==> src/design/aarm_pkg.sv <==
// Shared types and constants for the axis-align rotation matrix unit.
// No dependencies; every design file imports this package.
package aarm_pkg;

    // Bus and register layout
    localparam int            DATA_W      = 32;
    localparam int            ADDR_W      = 3;
    localparam int            EPS_W       = 14;
    localparam logic [EPS_W-1:0] EPS_RESET = 14'd2;
    localparam logic [0:0]    REG_EPSILON = 1'b0;

    // Normalized magnitude width (always below 2^31 after scaling)
    localparam int MAG_W = 31;

    // case_taken codes
    localparam logic [1:0] CASE_GENERAL  = 2'd0;
    localparam logic [1:0] CASE_ALIGNED  = 2'd1;
    localparam logic [1:0] CASE_OPPOSITE = 2'd2;

    typedef struct packed {
        logic signed [31:0] axis_x;
        logic signed [31:0] axis_y;
        logic signed [31:0] axis_z;
    } in_t;

    typedef struct packed {
        logic signed [15:0] m00;
        logic signed [15:0] m01;
        logic signed [15:0] m02;
        logic signed [15:0] m10;
        logic signed [15:0] m11;
        logic signed [15:0] m12;
        logic signed [15:0] m20;
        logic signed [15:0] m21;
        logic signed [15:0] m22;
        logic [1:0]         case_taken;
        logic               degenerate;
    } out_t;

    // Front end result carried alongside the sum of squares
    typedef struct packed {
        logic [2:0][MAG_W-1:0] mag;
        logic [2:0]            neg;
        logic                  deg;
    } front_side_t;

endpackage

==> src/design/aarm_div.sv <==
// Pipelined restoring divider: a bias-add stage, then one quotient bit per stage.
// Several numerators share one divisor; carries an opaque side vector.
module aarm_div
    import aarm_pkg::*;
#(
    parameter int NW    = 32,
    parameter int DW    = 16,
    parameter int QW    = 8,
    parameter int LANES = 1,
    parameter int SW    = 1
) (
    input  logic                        aclk,
    input  logic                        aresetn,
    input  logic                        in_valid,
    output logic                        in_ready,
    input  logic [LANES-1:0][NW-1:0]    in_num,
    input  logic [NW-1:0]               in_add,
    input  logic [DW-1:0]               in_den,
    input  logic [SW-1:0]               in_side,
    output logic                        out_valid,
    input  logic                        out_ready,
    output logic [LANES-1:0][QW-1:0]    out_quo,
    output logic [SW-1:0]               out_side
);

    localparam int RW = (NW > DW + QW - 1) ? NW : DW + QW - 1;
    localparam int NS = QW + 1;

    logic                     v_reg    [NS];
    logic [LANES-1:0][RW-1:0] rem_reg  [NS];
    logic [LANES-1:0][QW-1:0] quo_reg  [NS];
    logic [DW-1:0]            den_reg  [NS];
    logic [SW-1:0]            side_reg [NS];
    logic                     adv      [NS+1];

    assign adv[NS]   = out_ready;
    assign in_ready  = adv[0];
    assign out_valid = v_reg[NS-1];
    assign out_quo   = quo_reg[NS-1];
    assign out_side  = side_reg[NS-1];

    // stage 0: rounding bias
    assign adv[0] = !v_reg[0] | adv[1];

    always_ff @(posedge aclk) begin
        if (!aresetn) begin
            v_reg[0] <= 1'b0;
        end else if (adv[0]) begin
            v_reg[0] <= in_valid;
        end
    end

    always_ff @(posedge aclk) begin
        if (adv[0]) begin
            for (int l = 0; l < LANES; l++) begin
                rem_reg[0][l] <= RW'(in_num[l]) + RW'(in_add);
            end
            quo_reg[0]  <= '0;
            den_reg[0]  <= in_den;
            side_reg[0] <= in_side;
        end
    end

    for (genvar k = 1; k < NS; k++) begin : g_stage
        localparam int BIT = QW - k;
        logic [RW-1:0]            trial;
        logic [LANES-1:0][RW-1:0] rem_d;
        logic [LANES-1:0][QW-1:0] quo_d;

        assign adv[k] = !v_reg[k] | adv[k+1];

        always_comb begin
            trial = RW'(den_reg[k-1]) << BIT;
            for (int l = 0; l < LANES; l++) begin
                if (rem_reg[k-1][l] >= trial) begin
                    rem_d[l] = rem_reg[k-1][l] - trial;
                    quo_d[l] = quo_reg[k-1][l] | (QW'(1) << BIT);
                end else begin
                    rem_d[l] = rem_reg[k-1][l];
                    quo_d[l] = quo_reg[k-1][l];
                end
            end
        end

        always_ff @(posedge aclk) begin
            if (!aresetn) begin
                v_reg[k] <= 1'b0;
            end else if (adv[k]) begin
                v_reg[k] <= v_reg[k-1];
            end
        end

        always_ff @(posedge aclk) begin
            if (adv[k]) begin
                rem_reg[k]  <= rem_d;
                quo_reg[k]  <= quo_d;
                den_reg[k]  <= den_reg[k-1];
                side_reg[k] <= side_reg[k-1];
            end
        end
    end

endmodule

==> config.mk <==
export PLATFORM = sky130hd
export DESIGN_NAME = aarm_div
export DESIGN_NICKNAME = d
export VERILOG_FILES = /design/src/design/aarm_pkg.sv /design/src/design/aarm_div.sv
export SDC_FILE = /design/constraint.sdc
export NUM_CORES = 1
export LEC_CHECK = 0
export ABC_AREA = 1
export BUFFER_PORTS_ARGS = -buffer_cell sky130_fd_sc_hd__buf_2
export CAP_MARGIN = 0
export CORE_ASPECT_RATIO = 0.6
export CORE_UTILIZATION = 64
export CTS_CLUSTER_SIZE = 20
export DETAILED_ROUTE_END_ITERATION = 16
export GPL_TIMING_DRIVEN = 0
export PLACE_DENSITY = 0.85
export SYNTH_ARGS = -nofsm -noshare
export SYNTH_HDL_FRONTEND = slang
export SYNTH_SLANG_ARGS = --single-unit
==> constraint.sdc <==
create_clock -name aclk -period 11.1 [get_ports aclk]
set_clock_uncertainty 0.15 [all_clocks]
set_input_delay 2.775 -clock aclk [delete_from_list [all_inputs] [get_ports aclk]]
set_output_delay 2.775 -clock aclk [all_outputs]
set_load 0.05 [all_outputs]
==> results_dict.tcl <==
set metrics [dict create \
    clk_pin_slew_ns 0.07 \
    rsz0062_at_grt "false" \
    hold_start "side_reg[1][0]" \
    io_pins 96 \
    whs_endpoint "side_reg[1][1]" \
    grt_overflow_total 0 \
    antenna_found_initial 7 \
    cts.htree.levels 2 \
    dp_hpwl_um 65900 \
    yosysTopAreaCell "edfxtp_1" \
    min_path_type "flip-flop to flip-flop" \
    setup_viol 0 \
    track_usage 0.354 \
    num_rows 60 \
    synth_common_cells "nand2_1 (1,335), inv_1 (656), edfxtp_1 (437)" \
    synth_nets 4004 \
    synthTopCellsByArea "edfxtp_1 (45%), nand2_1 (17%), inv_1 (8.5%)" \
    status "complete, no violations" \
    cts.sinks 438 \
    r2r-start "v_reg[8]" \
    io_buffer_count 95 \
    holdPathStages 0 \
    synth_seq_cells 438 \
    start_util 0.649 \
    synth_top_area_frac 0.451 \
    synthCells 3752 \
    synth_area_mm2 0.0291 \
    clkLatencyLatePin_ns 0.57 \
    finalCritPeriodShare 0.937 \
    area_growth_pct 8.68 \
    tightest_slew_ns 1.28 \
    core_area_mm2 0.0448 \
    ctsRootBufferMaster "clkbuf_16" \
    critPathRequiredTime_ns 8.18 \
    synthArstFlopShare 0 \
    critPathLaunch "out_ready" \
    seq_area_frac_synth 0.452 \
    slew_viol_final 0 \
    drive_gt1_frac 0.0716 \
    numCtsBuffers 41 \
    syn_area_per_cell_um2 7.75 \
    die-area_mm2 0.0463 \
    cts_buffer_depth 3 \
    peakVddDrop_uv 158 \
    r2r_cells 12 \
    dr_total_vias 25500 \
    drt_iter0_drc 3163 \
    path_max_fanout 57 \
    placed_cell_area_mm2 0.0304 \
    finalHoldViolations 0 \
    end_kind "output pin" \
    design_area_mm2 0.0316 \
    cp_slowest_cell "nand2_2" \
    synth_ff_type "edfxtp_1" \
    wl_um 81800 \
    synth.most_common_cell "nand2_1" \
    slowest_delay_ns 0.70 \
    firstDrtPassIters 6 \
    grt_max_degree 58 \
    synth-edff-count 437 \
    fmax_ghz 0.0962 \
    critPathKind "input port to output pin" \
    cts_tree "done" \
    drcViolationCount 0 \
    die_h_um 167 \
    grt_pass1_wl_um 127000 \
    setup_tns_ns 0 \
    critPathTopFamily "simple AND/OR/NAND/NOR gates" \
    cap_violations 0 \
    avgRoutedWirePerCell_um 18.1 \
    grt_pass1_vias 23000 \
    slew_headroom 0.147 \
    yosysWarningCount 0 \
    crit_buf_inv 6 \
    reg2reg_slack_ns 6.04 \
    crit_arrival_ns 7.47 \
    cp-start-kind "input port" \
    nets 4146 \
    total_leakage_power_nw 15.5 \
    synth_cell_type_count 41 \
    largest_reg_flops 256 \
    vias_per_cell 5.65 \
    postRouteAntennaNets 0 \
    dieWidth_um 277 \
    r2r-end "den_reg[0][2]" \
    gp_congestion 1.05 \
    p_per_area_mw_per_mm2 242 \
    layout_min_cycle_time_ns 10.40 \
    path_cells "buf_2, inv_1, nand2_2, nor2_4, nand2_2, nor2_2, nand2_4, nor2_4, nand2_4, nor2_2, inv_2, nor2_1, inv_2, buf_12, buf_2" \
]
==> power by group <==
| group | internal, W | switching, W |
|---|---|---|
| registers | 0.00243 | 0.000376 |
| logic | 0.00116 | 0.00234 |
| clock network | 0.000709 | 0.000635 |
==> repair_timing <==
action	4_1_cts	5_1_grt
resized for setup	1	1
hold buffers	0	0
buffers inserted	0	0
setup endpoints to repair	1	1
==> layer usage <==
metal,wire (um),vias up,global-route usage
met1,38200,11800,0.565
li1,-,12300,-
met4,1230,2,0.0630
met5,13,-,0.00308
met2,30200,1371,0.455
met3,12200,116,0.127
==> through the flow <==
stage / power, W / std cells / util / hold slack, ns / setup slack (ns)
after floorplan: 0.00514 / 3752 / - / 0.250 / 0.696
after global placement: 0.00607 / 4436 / 0.676 / 0.251 / -0.875
after detailed placement: 0.00615 / 4440 / 0.678 / 0.255 / -0.196
after CTS: 0.00752 / 4512 / 0.705 / 0.267 / 0.181
after global routing: 0.00814 / 4513 / 0.705 / 0.273 / 0.122
final: 0.00765 / 4513 / 0.705 / 0.266 / 0.702
==> cell type report <==
class | instances | area [um2]
well taps | 589 | 737
flip-flops and latches | 438 | 13100
clock inverters | 21 | 156
plain buffers | 26 | 228
fillers | 3564 | 13200
repair buffers | 99 | 556
multi-input cells | 2620 | 13200
clock buffers | 51 | 1060
inverters | 668 | 2510
diodes | 1 | 2.50
==> cells in the final DEF (no fill, tap or decap), types with 4 or more instances in the layout <==
master	n
nor3_1	44
nand3b_1	25
o21ai_0	49
a21oi_2	17
clkinv_2	5
buf_6	11
buf_4	12
ha_1	159
nor2_4	8
xor2_1	72
o21a_1	5
nand2_4	5
nand2_2	11
clkbuf_16	41
o21ai_1	10
edfxtp_1	437
inv_1	652
or2_2	9
fa_1	8
nand4_1	46
nand2_1	1335
clkinvlp_4	5
xnor2_1	29
clkbuf_1	11
nand3_1	240
buf_12	4
nor4_1	4
clkinv_1	8
nand3_2	6
buf_2	97
o21bai_1	11
nor2_1	323
nor2_2	14
a21oi_1	156
and2_1	12
o21ai_2	15
inv_2	12
==> worst max path at each step <==
stage | to | depth (start not counted)
2_1_floorplan | in_ready | 12
3_3_place_gp | in_ready | 14
3_5_place_dp | in_ready | 15
4_1_cts | in_ready | 15
5_1_grt | in_ready | 15
6_report | in_ready | 15
==> logic make-up after synthesis <==
kind of cell / after synthesis / share of synthesized area
fa+ha+maj: 167 / 0.0739
compound gates: 267 / 0.0521
xor+xnor: 101 / 0.0304
simple gates: 2085 / 0.298
buf+inv: 694 / 0.0943
flops: 438 / 0.452
No activity file was read; power rests on OpenSTA's default activity.
