===== src/design/aarm_pkg.sv =====
// Shared types and constants for the axis-align rotation matrix unit.
// No dependencies; every design file imports this package.
package aarm_pkg;

    // Bus and register layout
    localparam int            DATA_W      = 32;
    localparam int            ADDR_W      = 3;
    localparam int            EPS_W       = 14;
    localparam logic [EPS_W-1:0] EPS_RESET = 14'd2;
    localparam logic [0:0]    REG_EPSILON = 1'b0;

    // Normalized magnitude width (always below 2^31 after scaling)
    localparam int MAG_W = 31;

    // case_taken codes
    localparam logic [1:0] CASE_GENERAL  = 2'd0;
    localparam logic [1:0] CASE_ALIGNED  = 2'd1;
    localparam logic [1:0] CASE_OPPOSITE = 2'd2;

    typedef struct packed {
        logic signed [31:0] axis_x;
        logic signed [31:0] axis_y;
        logic signed [31:0] axis_z;
    } in_t;

    typedef struct packed {
        logic signed [15:0] m00;
        logic signed [15:0] m01;
        logic signed [15:0] m02;
        logic signed [15:0] m10;
        logic signed [15:0] m11;
        logic signed [15:0] m12;
        logic signed [15:0] m20;
        logic signed [15:0] m21;
        logic signed [15:0] m22;
        logic [1:0]         case_taken;
        logic               degenerate;
    } out_t;

    // Front end result carried alongside the sum of squares
    typedef struct packed {
        logic [2:0][MAG_W-1:0] mag;
        logic [2:0]            neg;
        logic                  deg;
    } front_side_t;

endpackage


===== src/design/aarm_isqrt.sv =====
// Pipelined floor square root of a 64-bit value, one root bit per stage.
// Carries an opaque side vector. Uses aarm_pkg only for house conventions.
module aarm_isqrt
    import aarm_pkg::*;
#(
    parameter int SW = 8
) (
    input  logic          aclk,
    input  logic          aresetn,
    input  logic          in_valid,
    output logic          in_ready,
    input  logic [63:0]   in_sum,
    input  logic [SW-1:0] in_side,
    output logic          out_valid,
    input  logic          out_ready,
    output logic [31:0]   out_root,
    output logic [SW-1:0] out_side
);

    localparam int NS = 32;

    logic          v_reg    [NS];
    logic [63:0]   s_reg    [NS];
    logic [63:0]   r_reg    [NS];
    logic [SW-1:0] side_reg [NS];
    logic          adv      [NS+1];

    assign adv[NS]   = out_ready;
    assign in_ready  = adv[0];
    assign out_valid = v_reg[NS-1];
    assign out_root  = r_reg[NS-1][31:0];
    assign out_side  = side_reg[NS-1];

    for (genvar k = 0; k < NS; k++) begin : g_stage
        localparam logic [63:0] B = 64'd1 << (2 * (NS - 1 - k));
        logic          v_in;
        logic [63:0]   s_in;
        logic [63:0]   r_in;
        logic [SW-1:0] side_in;
        logic [63:0]   rb;
        logic [63:0]   s_d;
        logic [63:0]   r_d;

        if (k == 0) begin : g_first
            assign v_in    = in_valid;
            assign s_in    = in_sum;
            assign r_in    = '0;
            assign side_in = in_side;
        end else begin : g_next
            assign v_in    = v_reg[k-1];
            assign s_in    = s_reg[k-1];
            assign r_in    = r_reg[k-1];
            assign side_in = side_reg[k-1];
        end

        assign adv[k] = !v_reg[k] | adv[k+1];

        always_comb begin
            rb = r_in + B;
            if (s_in >= rb) begin
                s_d = s_in - rb;
                r_d = (r_in >> 1) + B;
            end else begin
                s_d = s_in;
                r_d = r_in >> 1;
            end
        end

        always_ff @(posedge aclk) begin
            if (!aresetn) begin
                v_reg[k] <= 1'b0;
            end else if (adv[k]) begin
                v_reg[k] <= v_in;
            end
        end

        always_ff @(posedge aclk) begin
            if (adv[k]) begin
                s_reg[k]    <= s_d;
                r_reg[k]    <= r_d;
                side_reg[k] <= side_in;
            end
        end
    end

endmodule


===== config.mk =====
export PLATFORM = sky130hd
export DESIGN_NAME = aarm_isqrt
export DESIGN_NICKNAME = d
export VERILOG_FILES = /design/src/design/aarm_pkg.sv /design/src/design/aarm_isqrt.sv
export SDC_FILE = /design/constraint.sdc
export NUM_CORES = 2
export LEC_CHECK = 0
export ABC_CLOCK_PERIOD_IN_PS = 20300
export BUFFER_PORTS_ARGS = -buffer_cell sky130_fd_sc_hd__buf_2
export CAP_MARGIN = 10
export CELL_PAD_IN_SITES_DETAIL_PLACEMENT = 0
export CELL_PAD_IN_SITES_GLOBAL_PLACEMENT = 2
export CORE_ASPECT_RATIO = 0.9
export CORE_MARGIN = 10
export CORE_UTILIZATION = 45
export DETAILED_ROUTE_END_ITERATION = 8
export GPL_ROUTABILITY_DRIVEN = 0
export HOLD_SLACK_MARGIN = 0.12
export PLACE_DENSITY_LB_ADDON = 0.05
export SETUP_SLACK_MARGIN = 0.15
export SLEW_MARGIN = 0
export SYNTH_ARGS = -nofsm -noshare
export SYNTH_HDL_FRONTEND = slang
export SYNTH_MEMORY_MAX_BITS = 65536
export SYNTH_SLANG_ARGS = --single-unit

===== constraint.sdc =====
create_clock -name aclk -period 20.3 [get_ports aclk]
set_input_delay 2.03 -clock aclk [delete_from_list [all_inputs] [get_ports aclk]]
set_output_delay 2.03 -clock aclk [all_outputs]
set_load 0.02 [all_outputs]

==> flow_summary_export.csv <==
group,metric,value,unit
clocking,cts_resized,0,
detailed_routing,dr.first_iter.drc_count,5669,
hold_path,holdPathStages,0,
setup_path,crit_start,"out_ready",
synth,synth_largest_area_cell,"edfxtp_1",
clocking,clk_path_buf_depth,4,
place,dpl.cell_count,13487,
clocking,h-tree-depth,5,
timing,tightest_slew,1.208,ns
timing,whs,0.4046,ns
synth,syn-mean-instance-area,13.22,um^2
detailed_routing,final_antenna_net_count,0,
place,portBuffers,117,
grt,grt.overflow.total,0,
clocking,tritoncts,"done",
final_layout,fill_cells,24608,
pwr,irDropWorstVdd,0.00008269,V
place,dpl_worst_slack,12.10,ns
setup_path,end_kind,"output port",
setup_path,crit_fanout,33,
detailed_routing,vias,76641,
setup_path,crit_family,"simple AND/OR/NAND/NOR gates",
floorplan,die_h,527.1,um
timing,drv_slew,0,
timing,fmax,122.8,MHz
clocking,cts_sinks,2800,
final_layout,stdcell_count,14037,
detailed_routing,wl_per_cell,21.30,um
setup_path,cpPeakStageDelay,0.74,ns
final_layout,drive_above_1_share,0.07997,
setup_path,worstSetupStartpointType,"input pin",
synth,synth_largest_type_area_fraction,0.6536,
detailed_routing,wirelength,299000,um
detailed_routing,first_pass_iters,5,
synth,ys_seq_area_frac,0.6538,
timing,worst_slew_margin_rel,0.1864,
grt,grt_pass1_vias,74662,
clocking,insertion_delay,0.89,ns
synth,yosys_warnings,0,
final_layout,largest_register_ffs,1984,
clocking,clk_pin_slew,0.06,ns
synth,yosysUniqueCellTypes,95,
floorplan,rows,186,
pwr,p_per_area,125.9,mW/mm^2
place,hpwlAfterDp,226200,um
synth,synthTopCellsByCount,"2,799 x edfxtp_1, 700 x inv_1, 589 x nand2_1",
setup_path,crit_cells,10,
synth,synth_edf_count,2799,
final_layout,syn_to_final_growth,11.69,%
floorplan,start_util,0.4514,
floorplan,die_area,0.3076,mm^2
final_layout,finalNetCount,10670,
setup_path,worst_ep_required_time,18.27,ns
hold_path,hp-start,"side_reg[1][7]$_DFFE_PP_",
timing,min_period,8.146,ns
grt,grt_pass1_wl,453300,um
setup_path,path_cells,"buf_2 -> and3b_1 -> and4_1 -> nand2_4 -> nor4_1 -> and2_1 -> nand2_1 -> nor3_2 -> nand2_4 -> buf_2",
grt,antenna_found_initial,18,
synth,async_flop_share,0,
timing,clock_skew,0.06370,ns
grt,grt_max_degree,91,
timing,period_share,0.4013,
clocking,cts_root_buf,"clkbuf_16",
setup_path,reg2reg_depth,9,
clocking,post-cts-setup-buffers,0,
detailed_routing,avgViaCountPerCell,5.460,
clocking,numCtsBuffers,305,
setup_path,worst-setup-path-type,"input pin to output port",
clocking,holdBufCountCts,0,
synth,synthMostInstantiatedCell,"edfxtp_1",
timing,setup_viol,0,
synth,yosys-top-cells-area,"edfxtp_1 65%, ha_1 5.4%, xnor2_1 3.1%",
setup_path,crit_arrival,6.12,ns
setup_path,slowest_stage,"nor3_2",
synth,ys.flop_type,"edfxtp_1",
run,maxCapViolCount,0,
floorplan,design.core.area,0.2849,mm^2
setup_path,critPathBufInv,2,
timing,fin_ws,12.15,ns
synth,synth_area,0.1286,mm^2
timing,final_hold_viol_count,0,
grt,track_usage,0.1883,
detailed_routing,drc,0,
floorplan,io_pins,118,
pwr,power.leakage,0.05703,uW
setup_path,reg2reg_from,"v_reg[1][15]$_DFFE_PP_",
synth,syn_inst,9730,
timing,rsz0062_at_grt,"no",
timing,tns,0,ns
synth,ys_seq_elements,2800,
floorplan,die_x,583.5,um
status,status,"finished, final reports clean",
synth,syn_nets,10364,
hold_path,hold_path_class,"flip-flop to flip-flop",
-- cells in the final DEF, fill, tap and decap left out, types with 28 or more instances in the layout --
master and count:
clkbuf_1 54, nand2b_1 103, or2_2 33, nand3b_1 49
or4_1 70, and4_1 29, o31ai_1 41, nor2b_1 66
inv_1 686, clkinv_1 59, a211oi_1 50, nor4b_1 36
xor2_1 413, xnor2_1 459, a21o_1 200, a21oi_1 562
and3_1 76, edfxtp_1 2799, o21ai_0 424, mux2_2 109
o21bai_1 44, ha_1 558, clkinv_2 48, a31oi_1 35
nor3_1 258, buf_2 118, and2_1 28, nand3_1 157
or3_1 116, o21a_1 118, nand4b_1 28, buf_4 61
o211ai_1 48, clkbuf_16 315, nor2_1 560, nor4_1 348
nand2_1 575, nand4_1 151
-- worst register-to-register path, cell delays in order, from the launching register on --
cell and delay [ns]:
edfxtp_1 0.36, and3b_1 0.36, and4_1 0.38, nand2_4 0.29
nor4_1 0.70, and2_1 0.55, nand2_1 0.22, nor3_2 0.74
nand3_4 0.87, and3_1 0.54
-- kinds of logic after synthesis --
family | synth area share
multiplexers | 0.01032
AND/OR/NAND/NOR | 0.1124
AO/OA/AOI/OAI | 0.08359
XOR/XNOR | 0.05939
adder cells (fa/ha/maj) | 0.05429
buffers and inverters | 0.02618
flip-flops | 0.6538
-- layout make-up --
| cell class | count | area, um^2 | area share |
|---|---|---|---|
| Tap cell | 3760 | 4705 | 0.03276 |
| Timing Repair Buffer | 180 | 1056 | 0.007353 |
| Inverter | 703 | 2659 | 0.01851 |
| Sequential cell | 2800 | 84070 | 0.5854 |
| Antenna cell | 11 | 27.53 | 0.0001917 |
| Clock inverter | 168 | 1645 | 0.01146 |
| Multi-Input combinational cell | 6046 | 41370 | 0.2881 |
| Clock buffer | 369 | 8085 | 0.05630 |
-- worst paths after layout --
kind | to | slack, ns
setup / recovery | in_ready | 12.15
hold / removal | side_reg[1][15]$_DFFE_PP_ | 0.40
setup reg to reg | v_reg[0][2]$_DFFE_PP_ | 15.09
hold reg to reg | side_reg[1][15]$_DFFE_PP_ | 0.40
-- per-layer routing --
metal,vias to the layer above,track usage,wire length [um],share of wire
li1,37281,-,-,-
met1,37274,0.2639,137100,0.46
met2,1649,0.3026,137800,0.46
met3,433,0.03750,16440,0.055
met4,4,0.04655,7557,0.025
met5,-,0,26,0.000087
-- where the power goes --
group | switching (uW) | leakage [uW] | internal, uW
Combinational | 2140 | 0.0238 | 1610
Sequential | 1040 | 0.0285 | 7870
Clock | 2230 | 0.00471 | 3180
-- metrics by stage --
step                        util  instance area (um^2)  power, uW
final                     0.5042                143600      18080
after global routing      0.5041                143600      19060
after CTS                 0.5040                143600      18270
after detailed placement  0.4699                133800      12760
after global placement    0.4699                133800      12740
after floorplan                -                128600      11330
No activity file was read; power rests on OpenSTA's default activity.
